==> config.mk <==
export PLATFORM = sky130hd
export DESIGN_NAME = thnl_ram
export DESIGN_NICKNAME = d
export VERILOG_FILES = /design/src/thnl_ram.sv
export SDC_FILE = /design/constraint.sdc
export NUM_CORES = 2
export LEC_CHECK = 0
export ABC_CLOCK_PERIOD_IN_PS = 10790
export BUFFER_PORTS_ARGS = -buffer_cell sky130_fd_sc_hd__buf_2
export CORE_MARGIN = 2
export CORE_UTILIZATION = 45
export CTS_BUF_LIST = sky130_fd_sc_hd__clkbuf_2
export DETAILED_ROUTE_END_ITERATION = 8
export GPL_TIMING_DRIVEN = 0
export PLACE_DENSITY = 0.61
export SYNTH_ARGS = -nofsm -noshare
export SYNTH_HDL_FRONTEND = slang
export SYNTH_SLANG_ARGS = --single-unit
==> constraint.sdc <==
create_clock -name clk_i -period 10.79 [get_ports clk_i]
set_clock_uncertainty 0.05 [all_clocks]
set_input_delay 1.079 -clock clk_i [delete_from_list [all_inputs] [get_ports clk_i]]
set_output_delay 1.079 -clock clk_i [all_outputs]
set_load 0.03 [all_outputs]
==> src/thnl_ram.sv <==
// Generic single-port synchronous RAM with registered read data.
module thnl_ram #(
  parameter int WIDTH = 32,
  parameter int DEPTH = 64
) (
  input  logic                     clk_i,
  input  logic                     we_i,
  input  logic                     re_i,
  input  logic [$clog2(DEPTH)-1:0] addr_i,
  input  logic [WIDTH-1:0]         wdata_i,
  output logic [WIDTH-1:0]         rdata_o
);

  logic [WIDTH-1:0] mem_q [DEPTH];
  logic [WIDTH-1:0] rdata_q;

  always_ff @(posedge clk_i) begin
    if (we_i) begin
      mem_q[addr_i] <= wdata_i;
    end
    if (re_i) begin
      rdata_q <= mem_q[addr_i];
    end
  end

  assign rdata_o = rdata_q;

endmodule

==> out/qor.csv <==
stage;metric;value;unit
outcome;status;completed;
yosys;Synth Net Count;4280;
floorplan;full die area;179000;sq um
timing;hold slack;0.185;ns
yosys;Post-synth EDFFs;2080;
placed_design;dpl hpwl;154000;um
global_route;GR Util All Layers;0.263;
worst_hold_path;worst min-delay path startpoint;wdata_i[10];
critical_path;reg2reg start;mem_q[17][9];
routing;DR vias;46586;
floorplan;Initial Util;0.451;
finish;Finished Layout Cells;7611;
clock_tree;postcts setup bufs;0;
timing;Slew @ Worst Pin;1.48;ns
timing;Setup violations, final;0;
timing;Max-slew headroom;0.0104;
clock_tree;clk slew on worst S/H paths;0.10;ns
yosys;yosys warns;0;
global_route;pin count of the biggest net entering global routing;65;
placed_design;placed insts;6725;
routing;drt first pass iters;7;
timing;Tcrit/Tclk final;0.412;
yosys;Main synth FF type;edfxtp_1;
power;register share of total power;0.599;
global_route;vias in the first global route;46415;
floorplan;I/O pins;73;
critical_path;critical path class;primary input to flip-flop;
critical_path;CP startpoint;addr_i[2];
global_route;global-route wire length before repair;334000;um
routing;Antenna Nets Post-Route;0;
power;Internal;11.2;mW
timing;fin. max-slew vios;0;
power;Power Density;168;nW/um^2
yosys;Post-Synthesis Cells;4239;
yosys;count of cell types in the netlist;55;
yosys;synthesized area;79200;sq um
placed_design;global placement routability congestion;0.981;
yosys;Post-synth top cells;edfxtp_1 (2080), mux2i_1 (259), a22oi_1 (188), a221oi_1 (175), clkbuf_1 (168);
routing;Via density;6.12;
power;Clk pwr share;0.336;
floorplan;die span in x;424;um
yosys;top cells by area, synth;edfxtp_1 (79%), mux2i_1 (3.3%), mux4_2 (2.7%), mux2_2 (2.1%), a221oi_1 (1.9%);
clock_tree;post-cts sizing count;0;
critical_path;Worst Setup Start Kind;primary input;
timing;Peak Freq;225;MHz
placed_design;port bufs;71;
clock_tree;hold_buf cts;20;
clock_tree;H-tree depth;6;
yosys;Seq/Total Area, Yosys;0.788;
floorplan;die extent in y;424;um
routing;Routed WL;239000;um
power;Psw;3.82;mW
worst_hold_path;worst min path class;primary input to flip-flop;
floorplan;Core Rows;154;
placed_design;pre-CTS WS;4.86;ns
floorplan;core box area;176000;sq um
routing;WL/cell;31.4;um
timing;setup TNS;0;ns
global_route;grt ovf;0;
yosys;post-synthesis register bit count;2080;
timing;fin crit period;4.45;ns
timing;final hold violation count;0;
yosys;count leader, synth;edfxtp_1;
clock_tree;Clock Tree Root;clkbuf_2;
power;Leakage Power;29.4;nW
critical_path;Crit. End Element;flip-flop;
finish;synthesis-to-finish area growth;12.6;%
routing;DRC Markers;0;
placed_design;dpl cell area;84600;sq um
power;peak supply drop;0.127;mV
critical_path;CP arrival;5.73;ns
flow_run;Max Cap Viol;0;
clock_tree;cts bufs inserted;540;
routing;Iter 0 DRT Violations;6776;
yosys;share of the synthesized area in the top cell type;0.788;
finish;nets;5001;
yosys;post-synthesis async set-or-reset flop share;0;
critical_path;Crit Path Max Fanout;17;
power;Combinational Power Share;0.065;
timing;RSZ-0062 raised after global routing;false;
yosys;Post-Syn Area per Cell;18.7;sq um
clock_tree;Clock Path Buffers;4;
yosys;dominant cell type by area after synthesis;edfxtp_1;
timing;setup ws final;6.34;ns
critical_path;Worst EP required;12.07;ns
clock_tree;CTS Sinks;2080;
global_route;initial antenna violation count;15;
finish;Final Cell Area;89200;sq um
power;Switching Share;0.255;
clock_tree;Clock Latency Late Sink;1.80;ns
clock_tree;CTS tree;yes;
finish;share of layout cells above drive strength 1;0.257;
finish;number of fill cells in the layout;14497;
registers in the layout, summed over array words and instances (netlist names):
register / cells
mem_q: 2048
rdata_o: 32
cell usage in the layout, fill, tap and decap left out, drive strengths merged, types with 16 or more instances in the layout:
cell type and count:
a221oi 175, a22o 66, o21ai 85, clkinv 58, buf 273, o22a 70
mux2i 259, and3 85, clkbuf 931, nand2 28, o22ai 93, nor2 145
mux2 147, nand3 54, a31oi 43, a222oi 16, a21oi 121, a211oi 17
dlygate4sd3 32, diode 16, nand2b 18, edfxtp 2080, mux4 96, a22oi 188
nor3 22
cell families after synthesis:
kind of cell,count (synthesis),synth area share
DFF,2080,0.788
muxes,502,0.0809
AOI/OAI and AO/OA,933,0.0863
and+or+nand+nor,424,0.0279
buffers and inverters,300,0.0168
per-layer routing:
layer / vias up / global-route usage / routed length, um
met5: - / 0 / 41
met4: 6 / 0.123 / 11100
met3: 573 / 0.0677 / 26200
met2: 2947 / 0.413 / 112000
met1: 23656 / 0.344 / 89500
li1: 19404 / - / -
metrics by stage:
step | util | total power, mW
global placement | 0.470 | 10.1
floorplan | - | 9.60
CTS | 0.507 | 15.0
detailed placement | 0.482 | 10.1
finish | 0.508 | 15.0
global route | 0.508 | 15.5
final timing paths:
path,to,slack [ns],depth (start not counted)
worst min-delay path,mem_q[35][10],0.18,1
worst max-delay path,mem_q[22][19],6.34,10
worst min register to register,rdata_o[24],0.72,4
worst max register to register,rdata_o[9],7.77,5
critical path, cell delays in order:
cell and delay [ns]:
buf_2 0.10, buf_2 0.27, buf_2 0.40, buf_2 0.43
buf_2 0.49, buf_2 0.50, buf_2 0.40, nand3_1 0.81
nor2_4 0.91, buf_12 0.29
area by class of cell:
type,count,area (sq um),area share
well taps,2340,2930,0.0328
clock inverters,75,397,0.00445
repair buffers,179,2270,0.0254
plain buffers,298,1320,0.0148
inverters,2,7.51,0.0000841
multi-input cells,1859,16000,0.179
clock buffers,762,3810,0.0427
diodes,16,40.0,0.000449
flip-flops and latches,2080,62500,0.700
power groups by stage:
stage | Clock, mW | Combinational, mW | Sequential, mW
after detailed placement | 0 | 0.953 | 9.16
after CTS | 5.10 | 0.961 | 8.98
after floorplan | 0 | 0.428 | 9.18
after global routing | 5.52 | 1.01 | 8.98
final | 5.03 | 0.981 | 8.97
after global placement | 0 | 0.917 | 9.16
Note: power is estimated with default switching activity, not from simulation.
