$ cat config.mk
export PLATFORM = sky130hd
export DESIGN_NAME = thnl_ctrl
export DESIGN_NICKNAME = d
export VERILOG_FILES = /design/src/thnl_pkg.sv /design/src/thnl_ctrl.sv
export SDC_FILE = /design/constraint.sdc
export NUM_CORES = 1
export LEC_CHECK = 0
export BUFFER_PORTS_ARGS = -buffer_cell sky130_fd_sc_hd__buf_2
export CAP_MARGIN = 10
export CORE_ASPECT_RATIO = 1.25
export CORE_MARGIN = 2
export CORE_UTILIZATION = 45
export CTS_BUF_LIST = sky130_fd_sc_hd__clkbuf_16
export DETAILED_ROUTE_END_ITERATION = 10
export PLACE_DENSITY = 0.66
export REMOVE_ABC_BUFFERS = 1
export SLEW_MARGIN = 0
export SYNTH_ARGS = -nofsm -noshare
export SYNTH_HDL_FRONTEND = slang
export SYNTH_SLANG_ARGS = --single-unit
$ cat constraint.sdc
create_clock -name clk_i -period 5.2 [get_ports clk_i]
set_input_delay 0.52 -clock clk_i [delete_from_list [all_inputs] [get_ports clk_i]]
set_output_delay 0.52 -clock clk_i [all_outputs]
set_load 0.05 [all_outputs]
$ cat src/thnl_pkg.sv
// Shared constants, types and codes of the tick history lookup block.
package thnl_pkg;

  localparam int HIST_DEPTH  = 64;
  localparam int NUM_PLAYERS = 8;
  localparam int SLOT_W      = $clog2(HIST_DEPTH);
  localparam int FILL_W      = $clog2(HIST_DEPTH + 1);
  localparam int CNT_W       = $clog2(NUM_PLAYERS);
  localparam int SNAP_DEPTH  = HIST_DEPTH * NUM_PLAYERS;
  localparam int SNAP_AW     = $clog2(SNAP_DEPTH);
  localparam int PLY_W       = 3;
  localparam int WORD_W      = 32;
  localparam int ENTRY_W     = 3 * WORD_W + 1;

  typedef enum logic {
    OP_PUSH  = 1'b0,
    OP_QUERY = 1'b1
  } op_e;

  typedef enum logic [1:0] {
    ST_IDLE,
    ST_COMMIT,
    ST_SCAN,
    ST_EMIT
  } state_e;

  typedef struct packed {
    logic [WORD_W-1:0] x;
    logic [WORD_W-1:0] y;
    logic [WORD_W-1:0] z;
    logic              alive;
  } entry_t;

  typedef struct packed {
    logic              we;
    logic              re;
    logic [SLOT_W-1:0] addr;
    logic [WORD_W-1:0] wdata;
  } tick_ram_req_t;

  typedef struct packed {
    logic               we;
    logic               re;
    logic [SNAP_AW-1:0] addr;
  } snap_ram_req_t;

  typedef struct packed {
    logic              valid;
    logic              found;
    logic [PLY_W-1:0]  player;
    logic              last;
    logic [WORD_W-1:0] chosen_tick;
    logic [WORD_W-1:0] newest_tick;
    logic [WORD_W-1:0] oldest_tick;
  } result_t;

endpackage

$ cat src/thnl_ctrl.sv
// Sequencer: commit, nearest-tick scan over the tick memory, and result emission.
module thnl_ctrl (
  input  logic                          clk_i,
  input  logic                          rst_ni,
  input  logic                          start,
  input  logic                          op_i,
  input  logic [thnl_pkg::WORD_W-1:0]   tick_i,
  input  logic                          last_entry_i,
  input  logic [thnl_pkg::WORD_W-1:0]   tick_rdata_i,
  output logic                          busy,
  output logic [thnl_pkg::CNT_W-1:0]    stage_idx_o,
  output thnl_pkg::tick_ram_req_t       tick_req_o,
  output thnl_pkg::snap_ram_req_t       snap_req_o,
  output thnl_pkg::result_t             result_o
);

  localparam logic [thnl_pkg::CNT_W-1:0]  CntLast  = thnl_pkg::CNT_W'(thnl_pkg::NUM_PLAYERS - 1);
  localparam logic [thnl_pkg::SLOT_W-1:0] SlotLast = thnl_pkg::SLOT_W'(thnl_pkg::HIST_DEPTH - 1);
  localparam logic [thnl_pkg::FILL_W-1:0] FillMax  = thnl_pkg::FILL_W'(thnl_pkg::HIST_DEPTH);

  thnl_pkg::state_e state_q, state_d;

  logic [thnl_pkg::CNT_W-1:0]  cnt_q;
  logic [thnl_pkg::FILL_W-1:0] scan_cnt_q;
  logic [thnl_pkg::SLOT_W-1:0] rd_slot_q;
  logic [thnl_pkg::SLOT_W-1:0] newest_q;
  logic [thnl_pkg::FILL_W-1:0] filled_q;
  logic [thnl_pkg::WORD_W-1:0] req_tick_q;

  logic                        rv_q, rfirst_q;
  logic [thnl_pkg::SLOT_W-1:0] rslot_q;
  logic                        dv_q, dfirst_q;
  logic [thnl_pkg::SLOT_W-1:0] dslot_q;
  logic [thnl_pkg::WORD_W-1:0] dtick_q, dif_q;

  logic [thnl_pkg::WORD_W-1:0] best_dif_q, best_tick_q, newest_tick_q, oldest_tick_q;
  logic [thnl_pkg::SLOT_W-1:0] best_slot_q;

  logic                        out_v_q, out_found_q, out_last_q;
  logic [thnl_pkg::PLY_W-1:0]  out_player_q;

  logic                        accept, is_push, is_query, issue, scan_done, cnt_end, take_best;
  logic [thnl_pkg::WORD_W-1:0] abs_dif;

  function automatic logic [thnl_pkg::SNAP_AW-1:0] snap_addr(
    input logic [thnl_pkg::SLOT_W-1:0] slot,
    input logic [thnl_pkg::CNT_W-1:0]  player
  );
    snap_addr = thnl_pkg::SNAP_AW'(slot) * thnl_pkg::SNAP_AW'(thnl_pkg::NUM_PLAYERS)
              + thnl_pkg::SNAP_AW'(player);
  endfunction

  assign busy      = (state_q != thnl_pkg::ST_IDLE);
  assign accept    = start && !busy;
  assign is_push   = (thnl_pkg::op_e'(op_i) == thnl_pkg::OP_PUSH);
  assign is_query  = (thnl_pkg::op_e'(op_i) == thnl_pkg::OP_QUERY);
  assign issue     = (state_q == thnl_pkg::ST_SCAN) && (scan_cnt_q < filled_q);
  assign scan_done = (scan_cnt_q == filled_q) && !rv_q && !dv_q;
  assign cnt_end   = (cnt_q == CntLast);
  assign abs_dif   = (tick_rdata_i > req_tick_q) ? tick_rdata_i - req_tick_q
                                                 : req_tick_q - tick_rdata_i;
  // strict compare keeps the newer snapshot on a tie
  assign take_best = dfirst_q || (dif_q < best_dif_q);

  // next state
  always_comb begin
    state_d = state_q;
    unique case (state_q)
      thnl_pkg::ST_IDLE: begin
        if (accept && is_push && last_entry_i) begin
          state_d = thnl_pkg::ST_COMMIT;
        end else if (accept && is_query && (filled_q != '0)) begin
          state_d = thnl_pkg::ST_SCAN;
        end
      end
      thnl_pkg::ST_COMMIT: begin
        if (cnt_end) state_d = thnl_pkg::ST_IDLE;
      end
      thnl_pkg::ST_SCAN: begin
        if (scan_done) state_d = thnl_pkg::ST_EMIT;
      end
      thnl_pkg::ST_EMIT: begin
        if (cnt_end) state_d = thnl_pkg::ST_IDLE;
      end
      default: state_d = thnl_pkg::ST_IDLE;
    endcase
  end

  // memory requests
  always_comb begin
    tick_req_o  = '0;
    snap_req_o  = '0;
    stage_idx_o = cnt_q;
    unique case (state_q)
      thnl_pkg::ST_COMMIT: begin
        snap_req_o.we    = 1'b1;
        snap_req_o.addr  = snap_addr(newest_q, cnt_q);
        tick_req_o.we    = (cnt_q == '0);
        tick_req_o.addr  = newest_q;
        tick_req_o.wdata = req_tick_q;
      end
      thnl_pkg::ST_SCAN: begin
        tick_req_o.re   = issue;
        tick_req_o.addr = rd_slot_q;
      end
      thnl_pkg::ST_EMIT: begin
        snap_req_o.re   = 1'b1;
        snap_req_o.addr = snap_addr(best_slot_q, cnt_q);
      end
      default: begin
        tick_req_o = '0;
      end
    endcase
  end

  // control state
  always_ff @(posedge clk_i or negedge rst_ni) begin
    if (!rst_ni) begin
      state_q      <= thnl_pkg::ST_IDLE;
      cnt_q        <= '0;
      scan_cnt_q   <= '0;
      rd_slot_q    <= '0;
      newest_q     <= '0;
      filled_q     <= '0;
      rv_q         <= 1'b0;
      dv_q         <= 1'b0;
      out_v_q      <= 1'b0;
      out_found_q  <= 1'b0;
      out_last_q   <= 1'b0;
      out_player_q <= '0;
    end else begin
      state_q <= state_d;
      rv_q    <= issue;
      dv_q    <= rv_q;
      out_v_q <= 1'b0;
      if (accept) begin
        cnt_q      <= '0;
        scan_cnt_q <= '0;
        rd_slot_q  <= newest_q;
        if (is_push && last_entry_i) begin
          newest_q <= (newest_q == SlotLast) ? '0 : newest_q + 1'b1;
          if (filled_q != FillMax) filled_q <= filled_q + 1'b1;
        end
        if (is_query && (filled_q == '0)) begin
          out_v_q      <= 1'b1;
          out_found_q  <= 1'b0;
          out_last_q   <= 1'b1;
          out_player_q <= '0;
        end
      end
      if (state_q == thnl_pkg::ST_COMMIT) begin
        cnt_q <= cnt_end ? '0 : cnt_q + 1'b1;
      end
      if (issue) begin
        scan_cnt_q <= scan_cnt_q + 1'b1;
        rd_slot_q  <= (rd_slot_q == '0) ? SlotLast : rd_slot_q - 1'b1;
      end
      if (state_q == thnl_pkg::ST_EMIT) begin
        cnt_q        <= cnt_end ? '0 : cnt_q + 1'b1;
        out_v_q      <= 1'b1;
        out_found_q  <= 1'b1;
        out_last_q   <= cnt_end;
        out_player_q <= thnl_pkg::PLY_W'(cnt_q);
      end
    end
  end

  // scan datapath
  always_ff @(posedge clk_i) begin
    if (accept) begin
      req_tick_q <= tick_i;
    end
    rfirst_q <= (scan_cnt_q == '0);
    rslot_q  <= rd_slot_q;
    if (rv_q) begin
      dfirst_q <= rfirst_q;
      dslot_q  <= rslot_q;
      dtick_q  <= tick_rdata_i;
      dif_q    <= abs_dif;
    end
    if (dv_q) begin
      if (take_best) begin
        best_dif_q  <= dif_q;
        best_slot_q <= dslot_q;
        best_tick_q <= dtick_q;
      end
      if (dfirst_q) newest_tick_q <= dtick_q;
      // the final read of a scan is the oldest slot
      oldest_tick_q <= dtick_q;
    end
  end

  always_comb begin
    result_o.valid       = out_v_q;
    result_o.found       = out_found_q;
    result_o.player      = out_player_q;
    result_o.last        = out_last_q;
    result_o.chosen_tick = out_found_q ? best_tick_q : '0;
    result_o.newest_tick = out_found_q ? newest_tick_q : '0;
    result_o.oldest_tick = out_found_q ? oldest_tick_q : '0;
  end

endmodule

==> summary.txt <==
Synthesis
  – Synthesized area: 14800 sq um
  – Yosys top cell area share: 48.2%
  – Sequential-to-total area share from yosys stat: 55.8%
  – Syn avg cell area: 11.6 sq um
  – Synth warnings: 0
  – Most numerous cell in the Yosys netlist: edfxtp_1
  – Post-synth top area cell: edfxtp_1
  – Synth area leaders: edfxtp_1, ha_1, dfrtp_1, and2_1, inv_1
  – Mapped Cells: 1268
  – Cell variety after synth: 76
  – Post-synth ARST share: 13.8%
  – Commonest cells in the netlist: edfxtp_1, and2_1, inv_1
  – Top FF cell, synth: edfxtp_1
  – Number of synthesized flops with an enable pin: 237
  – Yosys reg bits: 283

Clock tree
  – PostCTS Resize Cnt: 0
  – CTS Buffer Depth: 3
  – Worst-path clk slew: 60 ps
  – CTS hold repair buffers: 0
  – Root Buffer: clkbuf_16
  – H-tree levels: 1
  – CTS tree: built
  – Clock latency on the worst-skew pair: 580 ps
  – Post-CTS setup buffer count: 0
  – Sink Count: 283
  – CTS Buf Count: 29

STA
  – Max frequency: 259 MHz
  – Max transition margin: 28.1%
  – Hold Vio Cnt, Final: 0
  – Worst-margin pin slew: 1080 ps
  – Tightest hold margin: 81.8 ps
  – RSZ-0062 raised after global routing: no
  – Final clock period utilization by the worst path: 74.2%
  – Setup TNS Final: 0 ps
  – Slew Limit Fails: 0
  – Min cycle time layout: 3860 ps
  – Finish-stage setup viols: 0
  – Final Skew: 19.4 ps

Placed design
  – Post-DP HPWL: 25900 microns
  – GPL Wtd Cong: 0.935
  – Placed Cells: 1867
  – Buffers on Ports: 225

Cells and area
  – Fillers: 2851
  – Fin util: 53.1%
  – Fin nets: 1666
  – Layout cells sized above 1: 20.3%
  – Register Area: 8240 sq um
  – Non-Filler Instances: 1922
  – Area grow syn2layout: 17.1%
  – Multi-input gate area: 5770 sq um

Floorplan
  – Top-Level Pins: 226
  – Die area: 34300 sq um
  – Row cnt: 74
  – Die W: 166 microns
  – Die Y: 206 microns
  – Initial Util: 45.4%
  – Core area: 32500 sq um

Setup path
  – Worst EP arrival: 4180 ps
  – Critical path type: reg2reg
  – Startpoint Class: register
  – Worst Setup End Kind: register
  – Worst EP required: 5520 ps
  – Register-to-register setup slack: 1340 ps
  – Reg2Reg Depth: 10
  – Worst R2R End: dif_q[29]
  – Crit-path max FO: 16
  – Reg2Reg Launch Point: req_tick_q[15]

Outcome
  – Status: finished, final reports clean

GRT
  – First-pass GRT wire length: 53900 microns
  – Initial antenna violation count: 2
  – All-layer global routing usage: 20.0%
  – Number of global-route vias before repair: 9813
  – Total grt overflow: 0
  – Largest net degree at the start of global routing: 72

Routing
  – DRT iter0 DRCs: 730
  – DR vias/cell: 5.33
  – Drc violations: 0
  – DRT Pass-1 Iters: 6
  – Routed Wire Length: 35200 microns
  – Routed Antenna Nets: 0
  – Vias: 10200
  – WL/cell: 18.3 microns

Run
  – Number of max-cap violations: 0

Pwr
  – Leak Pwr: 7.45 nW
  – Worst VDD drop: 552 uV
  – Pwr Total: 10.0 mW
  – PwrDens: 582 nW/um^2

Worst hold path
  – HP Class: in2async
flip-flops by register name, indices dropped and copies added (netlist names), 2 cells and up:
name,cells
rd_slot_q,6
newest_q,6
scan_cnt_q,7
best_dif_q,32
dslot_q,6
state_q,2
filled_q,7
req_tick_q,32
newest_tick_q,32
stage_idx_o,3
best_slot_q,6
oldest_tick_q,32
dif_q,32
best_tick_q,32
rslot_q,6
out_player_q,3
dtick_q,32
final cells by class:
| class | instances | share of cell area, % |
|---|---|---|
| clock inverters | 24 | 1.78 |
| clock buffers | 29 | 4.20 |
| diodes | 2 | 0.0290 |
| inverters | 132 | 2.87 |
| repair buffers | 234 | 6.98 |
| multi-input cells | 800 | 33.4 |
| flip-flops and latches | 283 | 47.7 |
| well taps | 418 | 3.03 |
worst max-delay path by stage:
stage / startpoint / cells past startpoint / to
detailed placement: tick_rdata_i[22] / 12 / dif_q[30]
global placement: tick_rdata_i[22] / 12 / dif_q[30]
CTS: filled_q[1] / 12 / tick_req_o[38]
finish: req_tick_q[15] / 10 / dif_q[29]
global route: req_tick_q[15] / 10 / dif_q[30]
floorplan: tick_rdata_i[22] / 11 / dif_q[30]
metrics by stage:
stage                     instance area (sq um)  setup slack, ps
after global placement                    16200             1260
after floorplan                           14500             1120
after global routing                      17300             1120
after detailed placement                  16200             1160
after CTS                                 17300             1350
final                                     17300             1340
routing by layer:
metal	GRT usage (%)	vias up	share of wire, %
li1	-	4947	-
met1	25.8	4890	43
met2	33.8	324	48
met3	2.45	85	4.9
met4	8.98	0	4.3
met5	0	-	0
power by group:
group          leakage (nW)  internal [mW]  total, mW  switching [mW]
logic                  4.22           1.26       4.32            3.05
registers              2.73           3.10       3.48           0.384
clock network         0.498           1.36       2.25           0.886
total                  7.45           5.72       10.0            4.32
worst max-delay path: stages (launching register included):
cell       delay [ps]
edfxtp_1          490
ha_1              440
a21oi_1           320
o21a_1            230
a21boi_0          270
o31ai_2           130
o211ai_2          630
inv_2             360
a2111oi_1         460
a31oi_1           110
xnor2_1           160
cells by family (layout without fill, tap and decap cells):
family          Yosys count  in the layout  synth area share, %
xor+xnor                 38             38                 2.26
simple gates            359            359                 13.3
compound gates          270            270                 12.3
flops                   283            283                 55.8
mux                      16             16                 1.11
other cells               0              2                    0
buf+inv                 185            419                 5.16
fa+ha+maj               117            117                 10.0
cells in the final DEF, fill, tap and decap left out, types with 32 or more instances in the layout:
master and count:
a21o_1 32, a21oi_1 85, and2_1 135, buf_2 225, dfrtp_1 36, edfxtp_1 237, ha_1 115, inv_1 132
nand2_1 60, nor2_1 44, o21ai_0 40
No activity file was read; power rests on OpenSTA's default activity.
